`src/rtl/itc_pkg.sv`:
```
// Package for the interval timer counter channel.
// Holds widths, field types, bus codes and control byte values; no dependencies.
`timescale 1ns / 1ps

package itc_pkg;

  // Counter width; 0 written as a reload stands for 2^COUNTER_BITS.
  localparam int COUNTER_BITS = 16;
  // Wide scratch width used for byte merges and byte extraction.
  localparam int WIDE_BITS    = 32;

  typedef logic [COUNTER_BITS-1:0] count_t;
  typedef logic [WIDE_BITS-1:0]    wide_t;
  typedef logic [1:0]              kind_t;
  typedef logic [1:0]              port_t;
  typedef logic [7:0]              byte_t;
  typedef logic [2:0]              mode_t;

  // Item kinds
  localparam kind_t KIND_TICK  = 2'd0;
  localparam kind_t KIND_WRITE = 2'd1;
  localparam kind_t KIND_READ  = 2'd2;

  // Register offsets
  localparam port_t PORT_DATA0 = 2'd0;
  localparam port_t PORT_CTRL  = 2'd3;

  // Control bytes
  localparam byte_t CTL_LATCH = 8'h00;
  localparam byte_t CTL_MODE0 = 8'h30;
  localparam byte_t CTL_MODE2 = 8'h34;
  localparam byte_t CTL_MODE4 = 8'h38;

  // Operating modes
  localparam mode_t MODE_INT_TC = 3'd0;
  localparam mode_t MODE_RATE   = 3'd2;
  localparam mode_t MODE_STROBE = 3'd4;

  localparam count_t COUNT_ZERO = count_t'(0);
  localparam count_t COUNT_ONE  = count_t'(1);

endpackage

```
`src/rtl/itc_if.sv`:
```
// Valid/ready channel interfaces for request items and result items.
// Depends on itc_pkg for the field types.
`timescale 1ns / 1ps

interface itc_req_if;
  logic           valid;
  logic           ready;
  itc_pkg::kind_t kind;
  itc_pkg::port_t port;
  itc_pkg::byte_t wdata;

  modport source (output valid, output kind, output port, output wdata, input ready);
  modport sink   (input valid, input kind, input port, input wdata, output ready);
endinterface

interface itc_rsp_if;
  logic           valid;
  logic           ready;
  itc_pkg::byte_t rdata;
  logic           out_level;
  logic           event_pulse;
  logic           ignored;

  modport source (output valid, output rdata, output out_level, output event_pulse,
                  output ignored, input ready);
  modport sink   (input valid, input rdata, input out_level, input event_pulse,
                  input ignored, output ready);
endinterface

```
`src/rtl/interval_timer_counter_channel_top.sv`:
```
// Top level of the interval timer counter channel (channel 0, modes 0/2/4).
// Depends on itc_pkg and the channel interfaces in itc_if.sv.
//
//   channel | dir | payload                                  | transfer when
//   req     | in  | kind[1:0] port[1:0] wdata[7:0]           | valid && ready
//   rsp     | out | rdata[7:0] out_level event_pulse ignored | valid && ready
//
// Each item passes an input register, then the update logic into the result
// register: one item per cycle sustained while rsp does not stall. The
// limit is the single state update per cycle (count decrement and compare).
// Synchronous active-high reset clears control state and the timer state to
// its power-on values (output pin high, counting stopped).
// A stall on rsp holds the result register; the input register still takes
// one item, then req drops ready until the result moves on.
`timescale 1ns / 1ps

module interval_timer_counter_channel_top (
  input  logic         clk,
  input  logic         rst,
  itc_req_if.sink      req,
  itc_rsp_if.source    rsp
);

  // Input register stage
  logic            stage_valid;
  itc_pkg::kind_t  stage_kind;
  itc_pkg::port_t  stage_port;
  itc_pkg::byte_t  stage_wdata;

  // Timer state
  itc_pkg::mode_t  mode;
  itc_pkg::count_t reload_value;
  itc_pkg::count_t current_count;
  itc_pkg::count_t latched_value;
  logic            latch_held;
  logic            write_expect_msb;
  logic            read_expect_msb;
  logic            counting;
  logic            output_pin;
  logic            armed;

  // Next-state values
  itc_pkg::mode_t  mode_next;
  itc_pkg::count_t reload_value_next;
  itc_pkg::count_t current_count_next;
  itc_pkg::count_t latched_value_next;
  logic            latch_held_next;
  logic            write_expect_msb_next;
  logic            read_expect_msb_next;
  logic            counting_next;
  logic            output_pin_next;
  logic            armed_next;
  itc_pkg::byte_t  rdata_next;
  logic            event_next;
  logic            ignored_next;

  // Scratch for byte merge and read selection
  itc_pkg::wide_t  reload_wide;
  itc_pkg::wide_t  read_wide;
  itc_pkg::count_t count_dec;

  logic advance;

  // Advance the stage when the result register is free or is being taken.
  assign advance   = stage_valid && (!rsp.valid || rsp.ready);
  assign req.ready = !stage_valid || advance;

  always_ff @(posedge clk) begin
    if (rst) begin
      stage_valid <= 1'b0;
    end else if (req.ready) begin
      stage_valid <= req.valid;
    end
    if (req.valid && req.ready) begin
      stage_kind  <= req.kind;
      stage_port  <= req.port;
      stage_wdata <= req.wdata;
    end
  end

  always_comb begin
    mode_next             = mode;
    reload_value_next     = reload_value;
    current_count_next    = current_count;
    latched_value_next    = latched_value;
    latch_held_next       = latch_held;
    write_expect_msb_next = write_expect_msb;
    read_expect_msb_next  = read_expect_msb;
    counting_next         = counting;
    output_pin_next       = output_pin;
    armed_next            = armed;
    rdata_next            = '0;
    event_next            = 1'b0;
    ignored_next          = 1'b0;
    reload_wide           = itc_pkg::wide_t'(reload_value);
    read_wide             = itc_pkg::wide_t'(latch_held ? latched_value : current_count);
    count_dec             = current_count - itc_pkg::COUNT_ONE;

    case (stage_kind)
      itc_pkg::KIND_TICK: begin
        if (counting) begin
          if (mode == itc_pkg::MODE_RATE) begin
            // Rate generator: reload on a count of one, low for one tick before.
            if (current_count == itc_pkg::COUNT_ONE) begin
              current_count_next = reload_value;
              output_pin_next    = 1'b1;
            end else begin
              current_count_next = count_dec;
              if (count_dec == itc_pkg::COUNT_ONE) begin
                output_pin_next = 1'b0;
                event_next      = 1'b1;
              end
            end
          end else begin
            current_count_next = count_dec;
            if (mode == itc_pkg::MODE_STROBE && !output_pin) begin
              output_pin_next = 1'b1;
            end
            // Terminal count fires once per load.
            if (count_dec == itc_pkg::COUNT_ZERO && armed) begin
              armed_next      = 1'b0;
              event_next      = 1'b1;
              output_pin_next = (mode == itc_pkg::MODE_INT_TC);
            end
          end
        end
      end

      itc_pkg::KIND_WRITE: begin
        if (stage_port == itc_pkg::PORT_CTRL) begin
          if (stage_wdata[7:6] != 2'b00) begin
            // Other counter or read-back: drop.
            ignored_next = 1'b1;
          end else if (stage_wdata[5:4] == itc_pkg::CTL_LATCH[5:4]) begin
            if (!latch_held) begin
              latched_value_next = current_count;
              latch_held_next    = 1'b1;
            end
          end else if (stage_wdata == itc_pkg::CTL_MODE0 ||
                       stage_wdata == itc_pkg::CTL_MODE2 ||
                       stage_wdata == itc_pkg::CTL_MODE4) begin
            if (stage_wdata == itc_pkg::CTL_MODE0) begin
              mode_next = itc_pkg::MODE_INT_TC;
            end else if (stage_wdata == itc_pkg::CTL_MODE2) begin
              mode_next = itc_pkg::MODE_RATE;
            end else begin
              mode_next = itc_pkg::MODE_STROBE;
            end
            counting_next         = 1'b0;
            latch_held_next       = 1'b0;
            write_expect_msb_next = 1'b0;
            read_expect_msb_next  = 1'b0;
            armed_next            = 1'b0;
            output_pin_next       = (stage_wdata != itc_pkg::CTL_MODE0);
          end else begin
            // Other mode, other access or BCD: drop.
            ignored_next = 1'b1;
          end
        end else if (stage_port == itc_pkg::PORT_DATA0) begin
          if (!write_expect_msb) begin
            reload_wide[7:0]      = stage_wdata;
            reload_value_next     = reload_wide[itc_pkg::COUNTER_BITS-1:0];
            write_expect_msb_next = 1'b1;
            if (mode == itc_pkg::MODE_INT_TC) begin
              counting_next   = 1'b0;
              output_pin_next = 1'b0;
            end
          end else begin
            reload_wide[15:8]     = stage_wdata;
            reload_value_next     = reload_wide[itc_pkg::COUNTER_BITS-1:0];
            write_expect_msb_next = 1'b0;
            // A running rate generator picks up the new value at its next reload.
            if (!(mode == itc_pkg::MODE_RATE && counting)) begin
              current_count_next = reload_wide[itc_pkg::COUNTER_BITS-1:0];
              counting_next      = 1'b1;
              armed_next         = 1'b1;
              output_pin_next    = (mode != itc_pkg::MODE_INT_TC);
            end
          end
        end else begin
          ignored_next = 1'b1;
        end
      end

      itc_pkg::KIND_READ: begin
        if (stage_port == itc_pkg::PORT_DATA0) begin
          if (!read_expect_msb) begin
            rdata_next           = read_wide[7:0];
            read_expect_msb_next = 1'b1;
          end else begin
            rdata_next           = read_wide[15:8];
            read_expect_msb_next = 1'b0;
            latch_held_next      = 1'b0;
          end
        end else begin
          ignored_next = 1'b1;
        end
      end

      default: begin
        ignored_next = 1'b1;
      end
    endcase
  end

  // Commit state and load the result register on advance.
  always_ff @(posedge clk) begin
    if (rst) begin
      mode             <= itc_pkg::MODE_INT_TC;
      reload_value     <= '0;
      current_count    <= '0;
      latched_value    <= '0;
      latch_held       <= 1'b0;
      write_expect_msb <= 1'b0;
      read_expect_msb  <= 1'b0;
      counting         <= 1'b0;
      output_pin       <= 1'b1;
      armed            <= 1'b0;
      rsp.valid        <= 1'b0;
    end else begin
      if (advance) begin
        mode             <= mode_next;
        reload_value     <= reload_value_next;
        current_count    <= current_count_next;
        latched_value    <= latched_value_next;
        latch_held       <= latch_held_next;
        write_expect_msb <= write_expect_msb_next;
        read_expect_msb  <= read_expect_msb_next;
        counting         <= counting_next;
        output_pin       <= output_pin_next;
        armed            <= armed_next;
        rsp.valid        <= 1'b1;
      end else if (rsp.ready) begin
        rsp.valid <= 1'b0;
      end
    end
    if (advance) begin
      rsp.rdata       <= rdata_next;
      rsp.out_level   <= output_pin_next;
      rsp.event_pulse <= event_next;
      rsp.ignored     <= ignored_next;
    end
  end

endmodule

```
`src/flat_wrapper.sv`:
```
// flat-port wrapper written by rule: the top's interface ports become plain ports
module interval_timer_counter_channel_top_flat 
  (clk, rst, req_valid, req_kind, req_port, req_wdata, req_ready, rsp_valid, rsp_rdata, rsp_out_level, rsp_event_pulse, rsp_ignored, rsp_ready);
  itc_req_if req_i ();
  itc_rsp_if rsp_i ();
  input  logic clk;
  input  logic rst;
  input wire logic [$bits(req_i.valid)-1:0] req_valid;
  input wire logic [$bits(req_i.kind)-1:0] req_kind;
  input wire logic [$bits(req_i.port)-1:0] req_port;
  input wire logic [$bits(req_i.wdata)-1:0] req_wdata;
  output wire logic [$bits(req_i.ready)-1:0] req_ready;
  output wire logic [$bits(rsp_i.valid)-1:0] rsp_valid;
  output wire logic [$bits(rsp_i.rdata)-1:0] rsp_rdata;
  output wire logic [$bits(rsp_i.out_level)-1:0] rsp_out_level;
  output wire logic [$bits(rsp_i.event_pulse)-1:0] rsp_event_pulse;
  output wire logic [$bits(rsp_i.ignored)-1:0] rsp_ignored;
  input wire logic [$bits(rsp_i.ready)-1:0] rsp_ready;
  assign req_i.valid = req_valid;
  assign req_i.kind = req_kind;
  assign req_i.port = req_port;
  assign req_i.wdata = req_wdata;
  assign req_ready = req_i.ready;
  assign rsp_valid = rsp_i.valid;
  assign rsp_rdata = rsp_i.rdata;
  assign rsp_out_level = rsp_i.out_level;
  assign rsp_event_pulse = rsp_i.event_pulse;
  assign rsp_ignored = rsp_i.ignored;
  assign rsp_i.ready = rsp_ready;
  interval_timer_counter_channel_top u_core (.clk(clk), .rst(rst), .req(req_i), .rsp(rsp_i));
endmodule
```
`config.mk`:
```
export PLATFORM = sky130hd
export DESIGN_NAME = interval_timer_counter_channel_top_flat
export DESIGN_NICKNAME = d
export VERILOG_FILES = /design/src/rtl/itc_pkg.sv /design/src/rtl/itc_if.sv /design/src/rtl/interval_timer_counter_channel_top.sv /design/src/flat_wrapper.sv
export SDC_FILE = /design/constraint.sdc
export NUM_CORES = 1
export LEC_CHECK = 0
export ABC_AREA = 0
export BUFFER_PORTS_ARGS = -buffer_cell sky130_fd_sc_hd__buf_2
export CAP_MARGIN = 0
export CORE_MARGIN = 2
export CORE_UTILIZATION = 40
export CTS_CLUSTER_DIAMETER = 150
export DETAILED_ROUTE_END_ITERATION = 16
export GPL_ROUTABILITY_DRIVEN = 0
export GPL_TIMING_DRIVEN = 1
export PLACE_DENSITY_LB_ADDON = 0.1
export SLEW_MARGIN = 20
export SYNTH_ARGS = -nofsm -noshare
export SYNTH_HDL_FRONTEND = slang
export SYNTH_SLANG_ARGS = --single-unit
```
`constraint.sdc`:
```
create_clock -name clk -period 3.51 [get_ports clk]
set_input_delay 0.1755 -clock clk [delete_from_list [all_inputs] [get_ports clk]]
set_output_delay 0.1755 -clock clk [all_outputs]
set_load 0.02 [all_outputs]
```
==> metrics.md <==
| Metric | Value |
|---|---|
| Start point of the critical path | `u_core.current_count[1]` |
| Overall track demand over capacity in global routing | `19.87%` |
| Antenna diodes | `0` |
| Minimum period implied by the final worst setup slack | `2.850 ns` |
| Buffer type at the clock tree root | `sky130_fd_sc_hd__clkbuf_8` |
| Synth top area share | `27.52%` |
| Initial antenna violation count | `0` |
| Number of pins exceeding their max-slew limit in the final report | `0` |
| Standard cell with the maximum stage delay on the critical path | `sky130_fd_sc_hd__or4_1` |
| Total vias in the final route | `3425` |
| Internal power | `0.001417 W` |
| Relative contribution of the clock network to total power | `40.5%` |
| Cell area after synthesis | `0.004219 mm^2` |
| Result of the run | `finished clean` |
| Logic depth of the worst register-to-register path | `8` |
| Data arrival time of the critical path | `3.01 ns` |
| Syn-to-layout area delta | `12.01%` |
| Chip Width | `106.7 um` |
| Clock-pin transition on the worst setup and hold timing paths | `0.09 ns` |
| Worst flop-to-flop path startpoint | `u_core.current_count[1]` |
| Class of the most critical setup path | `reg2reg` |
| Yosys reg bits | `81` |
| Leakage dissipation | `1.799 nW` |
| Warning count from the yosys run | `0` |
| Comb power frac | `5.4%` |
| Hold Path Class | `in2reg` |
| Average size of a mapped cell | `9.192 um^2` |
| Fraction of final layout cells with drive strength greater than 1 | `14.17%` |
| Number of buffers created by CTS | `9` |
| Area of the core | `0.01028 mm^2` |
| Kind of cell with the highest combined delay on the critical path | `simple AND/OR/NAND/NOR gates` |
| Setup violation total in the final timing report | `0` |
| Routed wire per std cell | `16.91 um` |
| TritonCTS clock tree | `built` |
| Via count of the first global-routing pass | `3182` |
| Clk_lat worst skew | `0.36 ns` |
| Distinct cell type count of the synthesized netlist | `60` |
| Post-Syn Instances | `459` |
| Detailed Place HPWL | `7385 um` |
| Pin count of the biggest net entering global routing | `59` |
| Max-cap violations | `0` |
| Total DRC errors in the routed layout | `0` |
| Final hold vios | `0` |
| Via density | `5.498` |
| Global-route wire length before repair | `17510 um` |
| Type of element launching the critical path | `flip-flop` |
| Setup repair after global routing missed its margin | `false` |
| Number of fill cells in the layout | `1038` |
| Initial Util | `41.05%` |
| Top cell type by total area after synthesis | `sky130_fd_sc_hd__dfxtp_1` |
| Net switching power figure | `0.0004249 W` |
| Top library cells by usage in the layout, fill and taps aside | `sky130_fd_sc_hd__nor2_1 (65), sky130_fd_sc_hd__dfxtp_1 (58), sky130_fd_sc_hd__nand2_1 (51), sky130_fd_sc_hd__a21oi_1 (41), sky130_fd_sc_hd__buf_2 (27)` |
| Register-to-register setup slack | `0.66 ns` |
| Capture point of the worst path | `u_core.rsp.event_pulse` |
| Number of flops mapped to enable cells by yosys | `23` |
| Total stage count of the critical path | `8` |
| Critical Path RT | `3.67 ns` |
| Leading cell type in the layout, fill and taps excluded | `sky130_fd_sc_hd__nor2_1` |
| Maximum fanout encountered on the critical timing path | `9` |
| Type of destination of the critical path | `flip-flop` |
| Leading cell types by total area after synthesis | `sky130_fd_sc_hd__dfxtp_1 (28%), sky130_fd_sc_hd__edfxtp_1 (16%), sky130_fd_sc_hd__nor2_1 (5.8%), sky130_fd_sc_hd__a21oi_1 (4.9%), sky130_fd_sc_hd__mux2i_1 (4.7%)` |
| Number of search-and-repair iterations in the first detailed-routing pass | `5` |
| Global route total overflow | `0` |
| Number of cells in the design after placement | `595` |
| Number of routed nets with antenna violations | `0` |
| Critical path cell sequence | `inv_1 > ha_1 > nor4b_4 > nand2_1 > xor2_1 > nand4_1 > or4_1 > nor4_1` |
| Clock H-tree levels | `3` |
| Post-CTS setup-driven buffer insertion count | `0` |
| Part of the Yosys area used for sequential elements | `43.89%` |
| Critical path buffers and inverters | `1` |
| Total power divided by cell area | `389.7 mW/mm^2` |
| Maximum ir drop on the vdd rail | `0.1786 mV` |
| Drt total wl | `10540 um` |
| Die Footprint | `0.01138 mm^2` |
| Max Clock Skew | `0.01623 ns` |
| Maximum buffer depth of the clock tree | `2` |
| Sequential Power Share | `54.1%` |
| Setup total negative slack | `0 ns` |
| Top-level port count | `29` |
| Post-Syn Nets | `481` |
| Switching portion of total power | `23.07%` |
| Area of the multi-input gates | `0.002123 mm^2` |
| Clk sink count | `81` |
| Least-Margin Pin Slew | `0.6424 ns` |
| Highest attainable clock frequency | `0.3509 GHz` |
| Headroom to the max-slew limit | `57.11%` |
| Final cycle utilization of the critical path | `81.20%` |
| Non-filler cells in the finished layout | `623` |
| Detailed Route Iter0 Violations | `276` |
| Number of core rows | `37` |
| Async set or reset register ratio after synthesis | `0%` |
| Port bufs | `28` |
| Number of nets in the layout | `504` |
| Capturing point of the worst reg2reg path | `u_core.rsp.event_pulse` |
| Reg area | `0.001852 mm^2` |
| Die H | `106.7 um` |
| Most used flip-flop cell after synthesis | `sky130_fd_sc_hd__dfxtp_1` |
| Maximum cell stage delay along the critical path | `0.55 ns` |
| Cells resized by post-CTS repair | `0` |
## worst reg2reg max path: cells and delay by family, from the launching register on
| kind | cells | cell delay, ns |
|---|---|---|
| adder cells (fa/ha/maj) | 1 | 0.24 |
| AND/OR/NAND/NOR | 5 | 1.53 |
| XOR/XNOR | 1 | 0.31 |
| flip-flops | 1 | 0.40 |
| buffers and inverters | 1 | 0.16 |
## routing by layer
| layer | vias to the layer above | share of wire, % | track usage [%] |
|---|---|---|---|
| li1 | 1699 | - | - |
| met3 | 8 | 4.0 | 3.830 |
| met5 | - | 0 | 0 |
| met4 | 0 | 0.84 | 4.453 |
| met2 | 72 | 48 | 31.89 |
| met1 | 1646 | 47 | 27.82 |
## power groups by stage
stage	logic [W]	registers, W	clock network [W]
final	0.0000994	0.000996	0.000746
after global routing	0.000111	0.000999	0.000810
after CTS	0.0000996	0.000996	0.000770
after detailed placement	0.0000900	0.00102	0
after global placement	0.0000897	0.00102	0
after floorplan	0.0000581	0.00101	0
## repair_timing
item                                   in CTS  in global routing
hold buffers                               11                  1
endpoints found under the hold margin      11                  1
setup endpoints to repair                   0                  0
## area by class of cell
class                           count  area share, %
Timing Repair Buffer               48          6.831
Clock buffer                       11          2.780
Sequential cell                    81          39.18
Tap cell                          136          3.601
Inverter                           12         0.9531
Multi-Input combinational cell    330          44.93
Clock inverter                      5          1.721
## Yosys cell counts, types with 4 or more instances
cell / n
sky130_fd_sc_hd__a21oi_1: 41
sky130_fd_sc_hd__and3_1: 8
sky130_fd_sc_hd__nand2_1: 51
sky130_fd_sc_hd__xor2_1: 4
sky130_fd_sc_hd__ha_1: 6
sky130_fd_sc_hd__buf_6: 6
sky130_fd_sc_hd__a211oi_1: 14
sky130_fd_sc_hd__nor2b_1: 4
sky130_fd_sc_hd__edfxtp_1: 23
sky130_fd_sc_hd__nor3_1: 16
sky130_fd_sc_hd__nor2_1: 65
sky130_fd_sc_hd__nand4_1: 7
sky130_fd_sc_hd__mux4_2: 7
sky130_fd_sc_hd__dfxtp_1: 58
sky130_fd_sc_hd__clkbuf_1: 22
sky130_fd_sc_hd__buf_2: 6
sky130_fd_sc_hd__nor4_1: 4
sky130_fd_sc_hd__xnor2_1: 4
sky130_fd_sc_hd__o21ai_0: 15
sky130_fd_sc_hd__nand3_1: 7
sky130_fd_sc_hd__o211ai_1: 5
sky130_fd_sc_hd__inv_1: 12
sky130_fd_sc_hd__mux2i_1: 20
## stage by stage
stage               cell area, um^2  total power (W)  hold slack (ns)  worst slack, ns  util [%]
global route                   4726         0.001920          0.06531           0.3947     45.98
detailed placement             4390         0.001108           0.3536           0.6839     42.72
global placement               4390         0.001107           0.3514           0.7909     42.72
CTS                            4713         0.001865          0.01165           0.6725     45.86
floorplan                      4219         0.001072           0.2744            1.056         -
finish                         4726         0.001842          0.02245           0.6598     45.98
## state kept, by name, indices dropped and copies added, names as in the netlist
name	count
u_core.rsp.event_pulse	1
u_core.armed	1
u_core.write_expect_msb	1
u_core.stage_port	2
u_core.stage_kind	2
u_core.stage_wdata	8
u_core.latch_held	1
u_core.reload_value	16
u_core.stage_valid	1
u_core.rsp.rdata	8
u_core.mode	2
u_core.read_expect_msb	1
u_core.rsp.ignored	1
u_core.output_pin	1
u_core.counting	1
u_core.latched_value	16
u_core.current_count	16
u_core.rsp.out_level	1
u_core.rsp.valid	1
## cell families after synthesis
group | share of synthesized area, %
compound gates | 14.65
xor+xnor | 2.046
fa+ha+maj | 1.779
buf+inv | 5.783
flops | 43.89
mux | 9.371
simple gates | 22.48
## worst min path at each step
stage	startpoint	end	slack [ns]	depth (start not counted)
detailed placement	req_wdata[4]	u_core.stage_wdata[4]	0.35	1
finish	req_valid	u_core.stage_valid	0.02	3
CTS	req_kind[1]	u_core.stage_kind[1]	0.01	1
global placement	req_wdata[2]	u_core.stage_wdata[2]	0.35	1
global route	req_valid	u_core.stage_valid	0.07	3
floorplan	req_kind[0]	u_core.stage_kind[0]	0.27	0
Power figures use the tool's default switching activity.
